**config.mk**
```make
export PLATFORM = sky130hd
export DESIGN_NAME = id_allocator_handle_table_top
export DESIGN_NICKNAME = d
export VERILOG_FILES = /design/src/idalloc_pkg.sv /design/src/idalloc_dp.sv /design/src/idalloc_ctrl.sv /design/src/id_allocator_handle_table_top.sv
export SDC_FILE = /design/constraint.sdc
export NUM_CORES = 2
export LEC_CHECK = 0
export ABC_AREA = 1
export BUFFER_PORTS_ARGS = -buffer_cell sky130_fd_sc_hd__clkbuf_2
export CAP_MARGIN = 20
export CORE_UTILIZATION = 45
export DETAILED_ROUTE_END_ITERATION = 8
export SLEW_MARGIN = 20
export SYNTH_ARGS = -nofsm -noshare
export SYNTH_HDL_FRONTEND = slang
export SYNTH_HIERARCHICAL = 1
export SYNTH_SLANG_ARGS = --single-unit
```
**constraint.sdc**
```tcl
create_clock -name clk -period 8.84 [get_ports clk]
set_input_delay 1.326 -clock clk [delete_from_list [all_inputs] [get_ports clk]]
set_output_delay 1.326 -clock clk [all_outputs]
set_load 0.01 [all_outputs]
```
**src/idalloc_pkg.sv**
```systemverilog
// shared types, codes and constants for the id allocator handle table
package idalloc_pkg;

    // default table depth
    localparam int SLOTS_DEFAULT = 64;

    // configuration port
    localparam int CFG_INDEX_W = 4;
    localparam logic [CFG_INDEX_W-1:0] CFG_LOWEST_ID  = CFG_INDEX_W'(0);
    localparam logic [CFG_INDEX_W-1:0] CFG_HIGHEST_ID = CFG_INDEX_W'(1);
    localparam logic [31:0] LOWEST_ID_RESET  = 32'h0000_0001;
    localparam logic [31:0] HIGHEST_ID_RESET = 32'hFFFF_FFFF;

    // operation codes
    localparam logic [1:0] OP_ALLOC  = 2'd0;
    localparam logic [1:0] OP_LOOKUP = 2'd1;
    localparam logic [1:0] OP_REMOVE = 2'd2;

    // status codes
    localparam logic [2:0] ST_OK        = 3'd0;
    localparam logic [2:0] ST_INVALID   = 3'd1;
    localparam logic [2:0] ST_RANGE     = 3'd2;
    localparam logic [2:0] ST_EXHAUSTED = 3'd3;
    localparam logic [2:0] ST_NOMEM     = 3'd4;
    localparam logic [2:0] ST_NOTFOUND  = 3'd5;

    // input transaction
    typedef struct packed {
        logic [1:0]  operation;
        logic [31:0] request_id;
        logic [31:0] object_handle;
    } request_t;

    // output transaction
    typedef struct packed {
        logic [2:0]  status;
        logic [31:0] granted_id;
        logic [31:0] found_handle;
        logic [6:0]  live_count;
    } result_t;

    // controller to datapath commands
    typedef struct packed {
        logic capture;
        logic read;
        logic exec;
        logic clear;
    } ctrl_cmd_t;

    // datapath to controller status
    typedef struct packed {
        logic restart;
        logic clr_last;
    } dp_sts_t;

endpackage

```
**src/idalloc_dp.sv**
```systemverilog
// datapath: config registers, slot memory, id and count state, result register
module idalloc_dp #(
    parameter int SLOTS = idalloc_pkg::SLOTS_DEFAULT
) (
    input  logic                                   clk,
    input  logic                                   rst_n,
    input  idalloc_pkg::ctrl_cmd_t                 cmd,
    output idalloc_pkg::dp_sts_t                   sts,
    input  idalloc_pkg::request_t                  request,
    input  logic                                   cfg_we,
    input  logic [idalloc_pkg::CFG_INDEX_W-1:0]    cfg_index,
    input  logic [31:0]                            cfg_data,
    output idalloc_pkg::result_t                   result
);
    import idalloc_pkg::*;

    localparam int AW = (SLOTS > 1) ? $clog2(SLOTS) : 1;
    localparam int CW = ($clog2(SLOTS + 1) > 7) ? $clog2(SLOTS + 1) : 7;
    localparam logic [31:0] SLOTS_W = 32'(SLOTS);
    localparam logic [AW-1:0] LAST_ADDR = AW'(SLOTS - 1);
    localparam logic [CW-1:0] COUNT_SAT = CW'(127);

    // configuration and table state
    logic [31:0]   lowest_reg;
    logic [31:0]   highest_reg;
    logic [31:0]   next_id_reg;
    logic [31:0]   next_id_next;
    logic          no_next_reg;
    logic          no_next_next;
    logic [CW-1:0] count_reg;
    logic [CW-1:0] count_next;
    logic [AW-1:0] clr_addr_reg;

    // captured transaction and read stage
    logic [1:0]    op_reg;
    logic [31:0]   id_reg;
    logic [31:0]   handle_reg;
    logic [AW-1:0] idx_reg;
    logic          in_range_reg;
    logic          fits_reg;
    logic [31:0]   rd_data_reg;
    result_t       result_reg;
    result_t       result_next;

    // slot memory
    logic [31:0]   slot_mem [SLOTS];
    logic          mem_we;
    logic [AW-1:0] mem_waddr;
    logic [31:0]   mem_wdata;

    logic [31:0]   sel_id;
    logic [31:0]   sel_off;
    logic          sel_in_range;
    logic          sel_fits;
    logic          cfg_restart;
    logic          misconf;
    logic          exec_we;
    logic [31:0]   exec_wdata;

    // a write to a known register restarts the table
    assign cfg_restart = cfg_we && (cfg_index == CFG_LOWEST_ID || cfg_index == CFG_HIGHEST_ID);
    assign sts.restart  = cfg_restart;
    assign sts.clr_last = (clr_addr_reg == LAST_ADDR);

    // slot offset of the id being worked on
    assign sel_id       = (op_reg == OP_ALLOC) ? next_id_reg : id_reg;
    assign sel_off      = sel_id - lowest_reg;
    assign sel_in_range = (sel_id >= lowest_reg) && (sel_id <= highest_reg);
    assign sel_fits     = (sel_off < SLOTS_W);

    // operation decision on the slot contents
    assign misconf = (lowest_reg == 32'd0) || (lowest_reg > highest_reg);

    always_comb
    begin
        result_next  = '0;
        result_next.status = ST_OK;
        count_next   = count_reg;
        next_id_next = next_id_reg;
        no_next_next = no_next_reg;
        exec_we      = 1'b0;
        exec_wdata   = 32'd0;
        if (misconf || !(op_reg inside {OP_ALLOC, OP_LOOKUP, OP_REMOVE}))
        begin
            result_next.status = ST_INVALID;
        end
        else
        begin
            case (op_reg)
                OP_ALLOC:
                begin
                    if (handle_reg == 32'd0)
                    begin
                        result_next.status = ST_INVALID;
                    end
                    else if (no_next_reg || !in_range_reg)
                    begin
                        result_next.status = ST_EXHAUSTED;
                    end
                    else if (!fits_reg)
                    begin
                        result_next.status = ST_NOMEM;
                    end
                    else
                    begin
                        exec_we    = 1'b1;
                        exec_wdata = handle_reg;
                        if (rd_data_reg == 32'd0)
                        begin
                            count_next = count_reg + CW'(1);
                        end
                        result_next.granted_id = next_id_reg;
                        if (next_id_reg < highest_reg)
                        begin
                            next_id_next = next_id_reg + 32'd1;
                        end
                        else
                        begin
                            no_next_next = 1'b1;
                        end
                    end
                end
                OP_LOOKUP:
                begin
                    if (!in_range_reg)
                    begin
                        result_next.status = ST_RANGE;
                    end
                    else if (fits_reg)
                    begin
                        result_next.found_handle = rd_data_reg;
                    end
                end
                default:
                begin
                    if (!in_range_reg)
                    begin
                        result_next.status = ST_RANGE;
                    end
                    else if (!fits_reg || rd_data_reg == 32'd0)
                    begin
                        result_next.status = ST_NOTFOUND;
                    end
                    else
                    begin
                        result_next.found_handle = rd_data_reg;
                        exec_we    = 1'b1;
                        exec_wdata = 32'd0;
                        if (count_reg != '0)
                        begin
                            count_next = count_reg - CW'(1);
                        end
                    end
                end
            endcase
        end
        result_next.live_count = (count_next > COUNT_SAT) ? 7'd127 : count_next[6:0];
    end

    // memory write port: clearing sweep or slot update
    always_comb
    begin
        mem_we    = 1'b0;
        mem_waddr = idx_reg;
        mem_wdata = exec_wdata;
        if (cmd.clear)
        begin
            mem_we    = 1'b1;
            mem_waddr = clr_addr_reg;
            mem_wdata = 32'd0;
        end
        else if (cmd.exec && exec_we)
        begin
            mem_we = 1'b1;
        end
    end

    // slot memory with registered read
    always_ff @(posedge clk)
    begin
        if (mem_we)
        begin
            slot_mem[mem_waddr] <= mem_wdata;
        end
        if (cmd.read)
        begin
            rd_data_reg <= slot_mem[sel_off[AW-1:0]];
        end
    end

    // captured transaction and read stage flags
    always_ff @(posedge clk)
    begin
        if (cmd.capture)
        begin
            op_reg     <= request.operation;
            id_reg     <= request.request_id;
            handle_reg <= request.object_handle;
        end
        if (cmd.read)
        begin
            idx_reg      <= sel_off[AW-1:0];
            in_range_reg <= sel_in_range;
            fits_reg     <= sel_fits;
        end
        if (cmd.exec)
        begin
            result_reg <= result_next;
        end
    end

    // configuration, allocation state and clearing address
    always_ff @(posedge clk or negedge rst_n)
    begin
        if (!rst_n)
        begin
            lowest_reg   <= LOWEST_ID_RESET;
            highest_reg  <= HIGHEST_ID_RESET;
            next_id_reg  <= LOWEST_ID_RESET;
            no_next_reg  <= 1'b0;
            count_reg    <= '0;
            clr_addr_reg <= '0;
        end
        else if (cfg_restart)
        begin
            if (cfg_index == CFG_LOWEST_ID)
            begin
                lowest_reg  <= cfg_data;
                next_id_reg <= cfg_data;
            end
            else
            begin
                highest_reg <= cfg_data;
                next_id_reg <= lowest_reg;
            end
            no_next_reg  <= 1'b0;
            count_reg    <= '0;
            clr_addr_reg <= '0;
        end
        else
        begin
            if (cmd.clear)
            begin
                clr_addr_reg <= clr_addr_reg + AW'(1);
            end
            if (cmd.exec)
            begin
                next_id_reg <= next_id_next;
                no_next_reg <= no_next_next;
                count_reg   <= count_next;
            end
        end
    end

    assign result = result_reg;

endmodule

```
**src/idalloc_ctrl.sv**
```systemverilog
// controller: sequences capture, slot read, execute and the clearing sweep
module idalloc_ctrl (
    input  logic                    clk,
    input  logic                    rst_n,
    input  logic                    start,
    output logic                    busy,
    output logic                    done,
    output idalloc_pkg::ctrl_cmd_t  cmd,
    input  idalloc_pkg::dp_sts_t    sts
);
    import idalloc_pkg::*;

    localparam logic [1:0] S_IDLE  = 2'd0;
    localparam logic [1:0] S_READ  = 2'd1;
    localparam logic [1:0] S_EXEC  = 2'd2;
    localparam logic [1:0] S_CLEAR = 2'd3;

    logic [1:0] state_reg;
    logic [1:0] state_next;
    logic       done_reg;

    // next state
    always_comb
    begin
        state_next = state_reg;
        case (state_reg)
            S_IDLE:
            begin
                if (start)
                begin
                    state_next = S_READ;
                end
            end
            S_READ:
            begin
                state_next = S_EXEC;
            end
            S_EXEC:
            begin
                state_next = S_IDLE;
            end
            S_CLEAR:
            begin
                if (sts.clr_last)
                begin
                    state_next = S_IDLE;
                end
            end
            default:
            begin
                state_next = S_CLEAR;
            end
        endcase
        if (sts.restart)
        begin
            state_next = S_CLEAR;
        end
    end

    // commands to the datapath
    assign cmd.capture = (state_reg == S_IDLE) && start;
    assign cmd.read    = (state_reg == S_READ);
    assign cmd.exec    = (state_reg == S_EXEC);
    assign cmd.clear   = (state_reg == S_CLEAR);

    // state and result strobe
    always_ff @(posedge clk or negedge rst_n)
    begin
        if (!rst_n)
        begin
            state_reg <= S_CLEAR;
            done_reg  <= 1'b0;
        end
        else
        begin
            state_reg <= state_next;
            done_reg  <= (state_reg == S_EXEC);
        end
    end

    assign busy = (state_reg != S_IDLE);
    assign done = done_reg;

endmodule

```
**src/id_allocator_handle_table_top.sv**
```systemverilog
// top level of the id allocator handle table
//
//  channel   signals                                 transaction when
//  --------  --------------------------------------  ----------------------------
//  request   start, busy, request                    start && !busy
//  result    done, result                            done (one cycle, no backpressure)
//  config    cfg_valid, cfg_ready, cfg_index, data   cfg_valid && cfg_ready
//
//  each request passes through capture, slot memory read, and execute with write back;
//  the result shows in the cycle after execute, when the next request may already start.
//  after reset and after every write to a known config register a clearing sweep zeroes
//  the slot memory, one entry per cycle, with busy high; config is always
//  ready. the result strobe cannot be stalled.
module id_allocator_handle_table_top #(
    parameter int SLOTS = idalloc_pkg::SLOTS_DEFAULT
) (
    input  logic                                   clk,
    input  logic                                   rst_n,
    input  logic                                   start,
    output logic                                   busy,
    input  idalloc_pkg::request_t                  request,
    output logic                                   done,
    output idalloc_pkg::result_t                   result,
    input  logic                                   cfg_valid,
    output logic                                   cfg_ready,
    input  logic [idalloc_pkg::CFG_INDEX_W-1:0]    cfg_index,
    input  logic [31:0]                            cfg_data
);
    import idalloc_pkg::*;

    ctrl_cmd_t cmd;
    dp_sts_t   sts;
    logic      cfg_we;

    // config writes are always taken
    assign cfg_ready = 1'b1;
    assign cfg_we    = cfg_valid && cfg_ready;

    idalloc_ctrl u_ctrl (
        .clk   (clk),
        .rst_n (rst_n),
        .start (start),
        .busy  (busy),
        .done  (done),
        .cmd   (cmd),
        .sts   (sts)
    );

    idalloc_dp #(
        .SLOTS (SLOTS)
    ) u_dp (
        .clk       (clk),
        .rst_n     (rst_n),
        .cmd       (cmd),
        .sts       (sts),
        .request   (request),
        .cfg_we    (cfg_we),
        .cfg_index (cfg_index),
        .cfg_data  (cfg_data),
        .result    (result)
    );

`ifndef SYNTHESIS
    // an accepted request keeps the block busy in the next cycle
    assert property (@(posedge clk) disable iff (!rst_n)
        (start && !busy) |=> busy)
        else $error("block not busy after accepting a request");

    // a result strobe is never high back to back
    assert property (@(posedge clk) disable iff (!rst_n)
        done |=> !done)
        else $error("result strobe held for two cycles");

    // a failed transaction never carries a granted id
    assert property (@(posedge clk) disable iff (!rst_n)
        (done && result.status != ST_OK) |-> (result.granted_id == 32'd0))
        else $error("granted id on a failed transaction");

    // an accepted request without a restarting config write is followed by a result after the read and execute states
    assert property (@(posedge clk) disable iff (!rst_n)
        (start && !busy && !(cfg_valid && (cfg_index == CFG_LOWEST_ID
            || cfg_index == CFG_HIGHEST_ID))) |=> ##2 done)
        else $error("missing result after accepted request");
`endif

endmodule

```
==> metrics.md <==
| Metric | Value |
|---|---|
| Run status | complete, no violations |
| Die Wd | 470.1 um |
| Critical-path maximum fanout | 87 |
| Register area | 0.06978 mm^2 |
| Cells along the critical path | nor2_2 -> inv_2 -> buf_4 -> nand2_1 -> o21ai_0 -> fa_4 -> nor2_1 -> nor2_4 -> buf_12 -> inv_8 -> buf_4 -> nand2_1 -> nand3_1 -> nand2_1 -> a21oi_1 -> o21ai_1 -> o21ai_1 |
| Fin crit share | 68.44% |
| Maximum clock frequency | 0.1653 GHz |
| Global-route wire length before repair | 454900 um |
| # IOs | 183 |
| Post-synthesis compound-gate area fraction | 11.76% |
| DR WL/cell | 27.22 um |
| Top post-synthesis cells by area | edfxtp_1 68%, o21ai_0 6.1%, nor2_1 5.2% |
| Synth Area per Inst | 11.60 um^2 |
| Row count | 171 |
| CTS tree | built |
| Simple-Gate Fraction of Synth Area | 11.98% |
| Max-cap violations | 0 |
| HPWL after DPL | 179900 um |
| Initial DRC Count | 9604 |
| Distinct cells, synth | 48 |
| Post-synthesis sequential area ratio | 70.78% |
| CP max stage cell | buf_4 |
| Netlist Area Pre-Place | 0.09859 mm^2 |
| Nets | 8817 |
| Setup WS post-layout | 2.790 ns |
| CTS resizes | 0 |
| Tightest Pin Transition | 1.188 ns |
| Unrepaired setup endpoints after global routing | false |
| Initial antenna violation count | 20 |
| Via count of the routed design | 69700 |
| Main combinational cell family by area after synthesis | simple AND/OR/NAND/NOR gates |
| Syn nets | 8737 |
| Hold violation count in the final report | 0 |
| Die Y | 470.1 um |
| Synth Warn # | 6 |
| Worst EP required | 9.57 ns |
| Worst stage delay on the critical path | 0.73 ns |
| Critical path launch point type | register |
| Setup_tns | 0 ns |
| Critical path's top delay family | buffers and inverters |
| Fin. max-slew vios | 0 |
| Final hold slack | 0.4628 ns |
| TritonCTS buffer count | 230 |
| Vias per cell | 5.993 |
| Post-synth top area share | 67.86% |
| Core ar. | 0.2174 mm^2 |
| Final Routed Wirelength | 316600 um |
| EDFF count, synth | 2228 |
| Max VDD drop | 645.6 uV |
| Clock Tree Buf Depth | 3 |
| Number of flip-flops in the largest register | 2048 |
| Die Area | 0.2210 mm^2 |
| First-pass DRT Iterations | 6 |
| Async SR Flop Fraction | 4.827% |
| Syn Inst Count | 8498 |
| Hold WC Path Type | in -> async |
| Crit path top cell by count | nand2_1 |
| Slew HR | 19.97% |
| Critical path buffers and inverters | 5 |
| Pin count of the biggest net entering global routing | 196 |
| Core Util, Final | 51.02% |
| Cts hold-fix bufs | 0 |
| Adder-cell share of the synthesized area | 1.696% |
| DRT antenna net count | 0 |
| P_leak | 37.20 nW |
| Final setup fails | 0 |
| Post-synthesis mux area share | 0% |
| Vias in the first global route | 65330 |
| Crit end category | register |
| Min cycle time layout | 6.050 ns |
| Total power | 0.04000 W |
| PwrDens | 360.6 mW/mm^2 |
| Synth Area in XOR/XNOR | 0.2729% |
| Leading area contributor after synthesis | edfxtp_1 |
| PortBufs | 181 |
| GPL Wtd Cong | 0.9499 |
| Synth-to-Final Area Change | 12.49% |
| Layout cells sized above 1 | 10.05% |
| DRC Markers | 0 |
| Post-place setup slack | 2.944 ns |
| FILL cells | 18830 |
| Count leader, synth | edfxtp_1 |
| Multi-input gate area | 0.02620 mm^2 |
| Ys flop type | edfxtp_1 |
| Grt ovf | 0 |
| Root buf cell | clkbuf_16 |
| Clk sink count | 2341 |
| Clock skew | 0.07066 ns |
| Initial Util | 45.35% |
| Clk slew on worst S/H paths | 0.06 ns |
| CP arrival | 6.78 ns |
| #FFs+latches synth | 2341 |
| Post CTS Setup Buffer Count | 0 |
| Synth top cells by count | 2228 x edfxtp_1, 1358 x nor2_1, 1224 x nand2_1 |
| Clock latency on the worst-skew pair | 0.91 ns |
| Kind of critical path | reg -> reg |
| Clock H-tree levels | 4 |
| GRT Util Overall | 28.03% |
[cells in the final DEF, fill, tap and decap left out, drive strengths merged, types with 4 or more instances in the layout]
cell type	synthesis	layout
bufinv	0	20
o22ai	512	512
ha	132	132
clkinvlp	0	9
dfstp	36	36
nor2	1370	1370
and2	7	7
or2	4	4
diode	0	7
dfrtp	77	77
nand3	212	212
nor3	71	71
clkbuf	364	464
edfxtp	2228	2228
clkinv	1	108
o211ai	11	11
a21oi	302	302
o21a	4	4
o21ai	1295	1295
nor4	11	11
o31ai	25	25
inv	357	360
buf	147	179
nand2	1239	1239
nand4	45	45
xor2	26	26
a31oi	5	5
[power by group]
part | switching, W | internal [W]
Sequential | 0.000589 | 0.0129
Combinational | 0.0126 | 0.00420
Clock | 0.00431 | 0.00544
[worst paths after layout]
path | depth (start not counted) | from | slack (ns) | to
worst max-delay path | 17 | u_dp/op_reg[1] | 2.79 | u_dp/rd_data_reg[0]
min in group clk | 2 | u_dp/next_id_reg[12] | 0.53 | u_dp/next_id_reg[12]
worst min-delay path | 1 | rst_n | 0.46 | u_dp/next_id_reg[26]
max in group asynchronous | 3 | rst_n | 7.21 | u_dp/highest_reg[5]
worst min register to register | 2 | u_dp/next_id_reg[12] | 0.53 | u_dp/next_id_reg[12]
worst max register to register | 17 | u_dp/op_reg[1] | 2.79 | u_dp/rd_data_reg[0]
[kinds of logic (layout without fill, tap and decap cells)]
logic type      Yosys count  in the layout
simple gates           2963           2963
xor+xnor                 29             29
flops                  2341           2341
other cells               1              8
fa+ha+maj               133            133
compound gates         2162           2162
buf+inv                 869           1140
[layer usage]
layer  vias to the layer above  track usage [%]  share of wire (%)
met3                       546            5.680                 10
li1                      30620                -                  -
met5                         -                0              0.028
met2                      3685            43.74                 46
met1                     34840            38.74                 40
met4                        14            10.51                3.7
[final cells by class]
| type | count | share of cell area (%) |
|---|---|---|
| sequential | 2341 | 62.92 |
| multi-input combinational | 5288 | 23.63 |
| clock buffer | 284 | 5.438 |
| tap | 2854 | 3.220 |
| timing repair buffer | 359 | 2.252 |
| clock inverter | 139 | 1.295 |
| inverter | 358 | 1.238 |
| antenna | 7 | 0.01579 |
[stage by stage]
| stage | instances | instance area, um^2 |
|---|---|---|
| 6_report | 11630 | 110900 |
| 5_1_grt | 11630 | 110900 |
| 4_1_cts | 11620 | 110900 |
| 3_5_place_dp | 11200 | 103400 |
| 3_3_place_gp | 11190 | 103300 |
| 2_1_floorplan | 8498 | 98590 |
[worst register-to-register path, stage by stage (launching register included)]
cell and delay, ns:
edfxtp_1 0.52, nor2_2 0.45, inv_2 0.08, buf_4 0.32
nand2_1 0.15, o21ai_0 0.21, fa_4 0.53, nor2_1 0.19
nor2_4 0.07, buf_12 0.20, inv_8 0.83, buf_4 0.84
nand2_1 0.20, nand3_1 0.12, nand2_1 0.07, a21oi_1 0.44
o21ai_1 0.43, o21ai_1 0.27
Note: power is estimated with default switching activity, not from simulation.
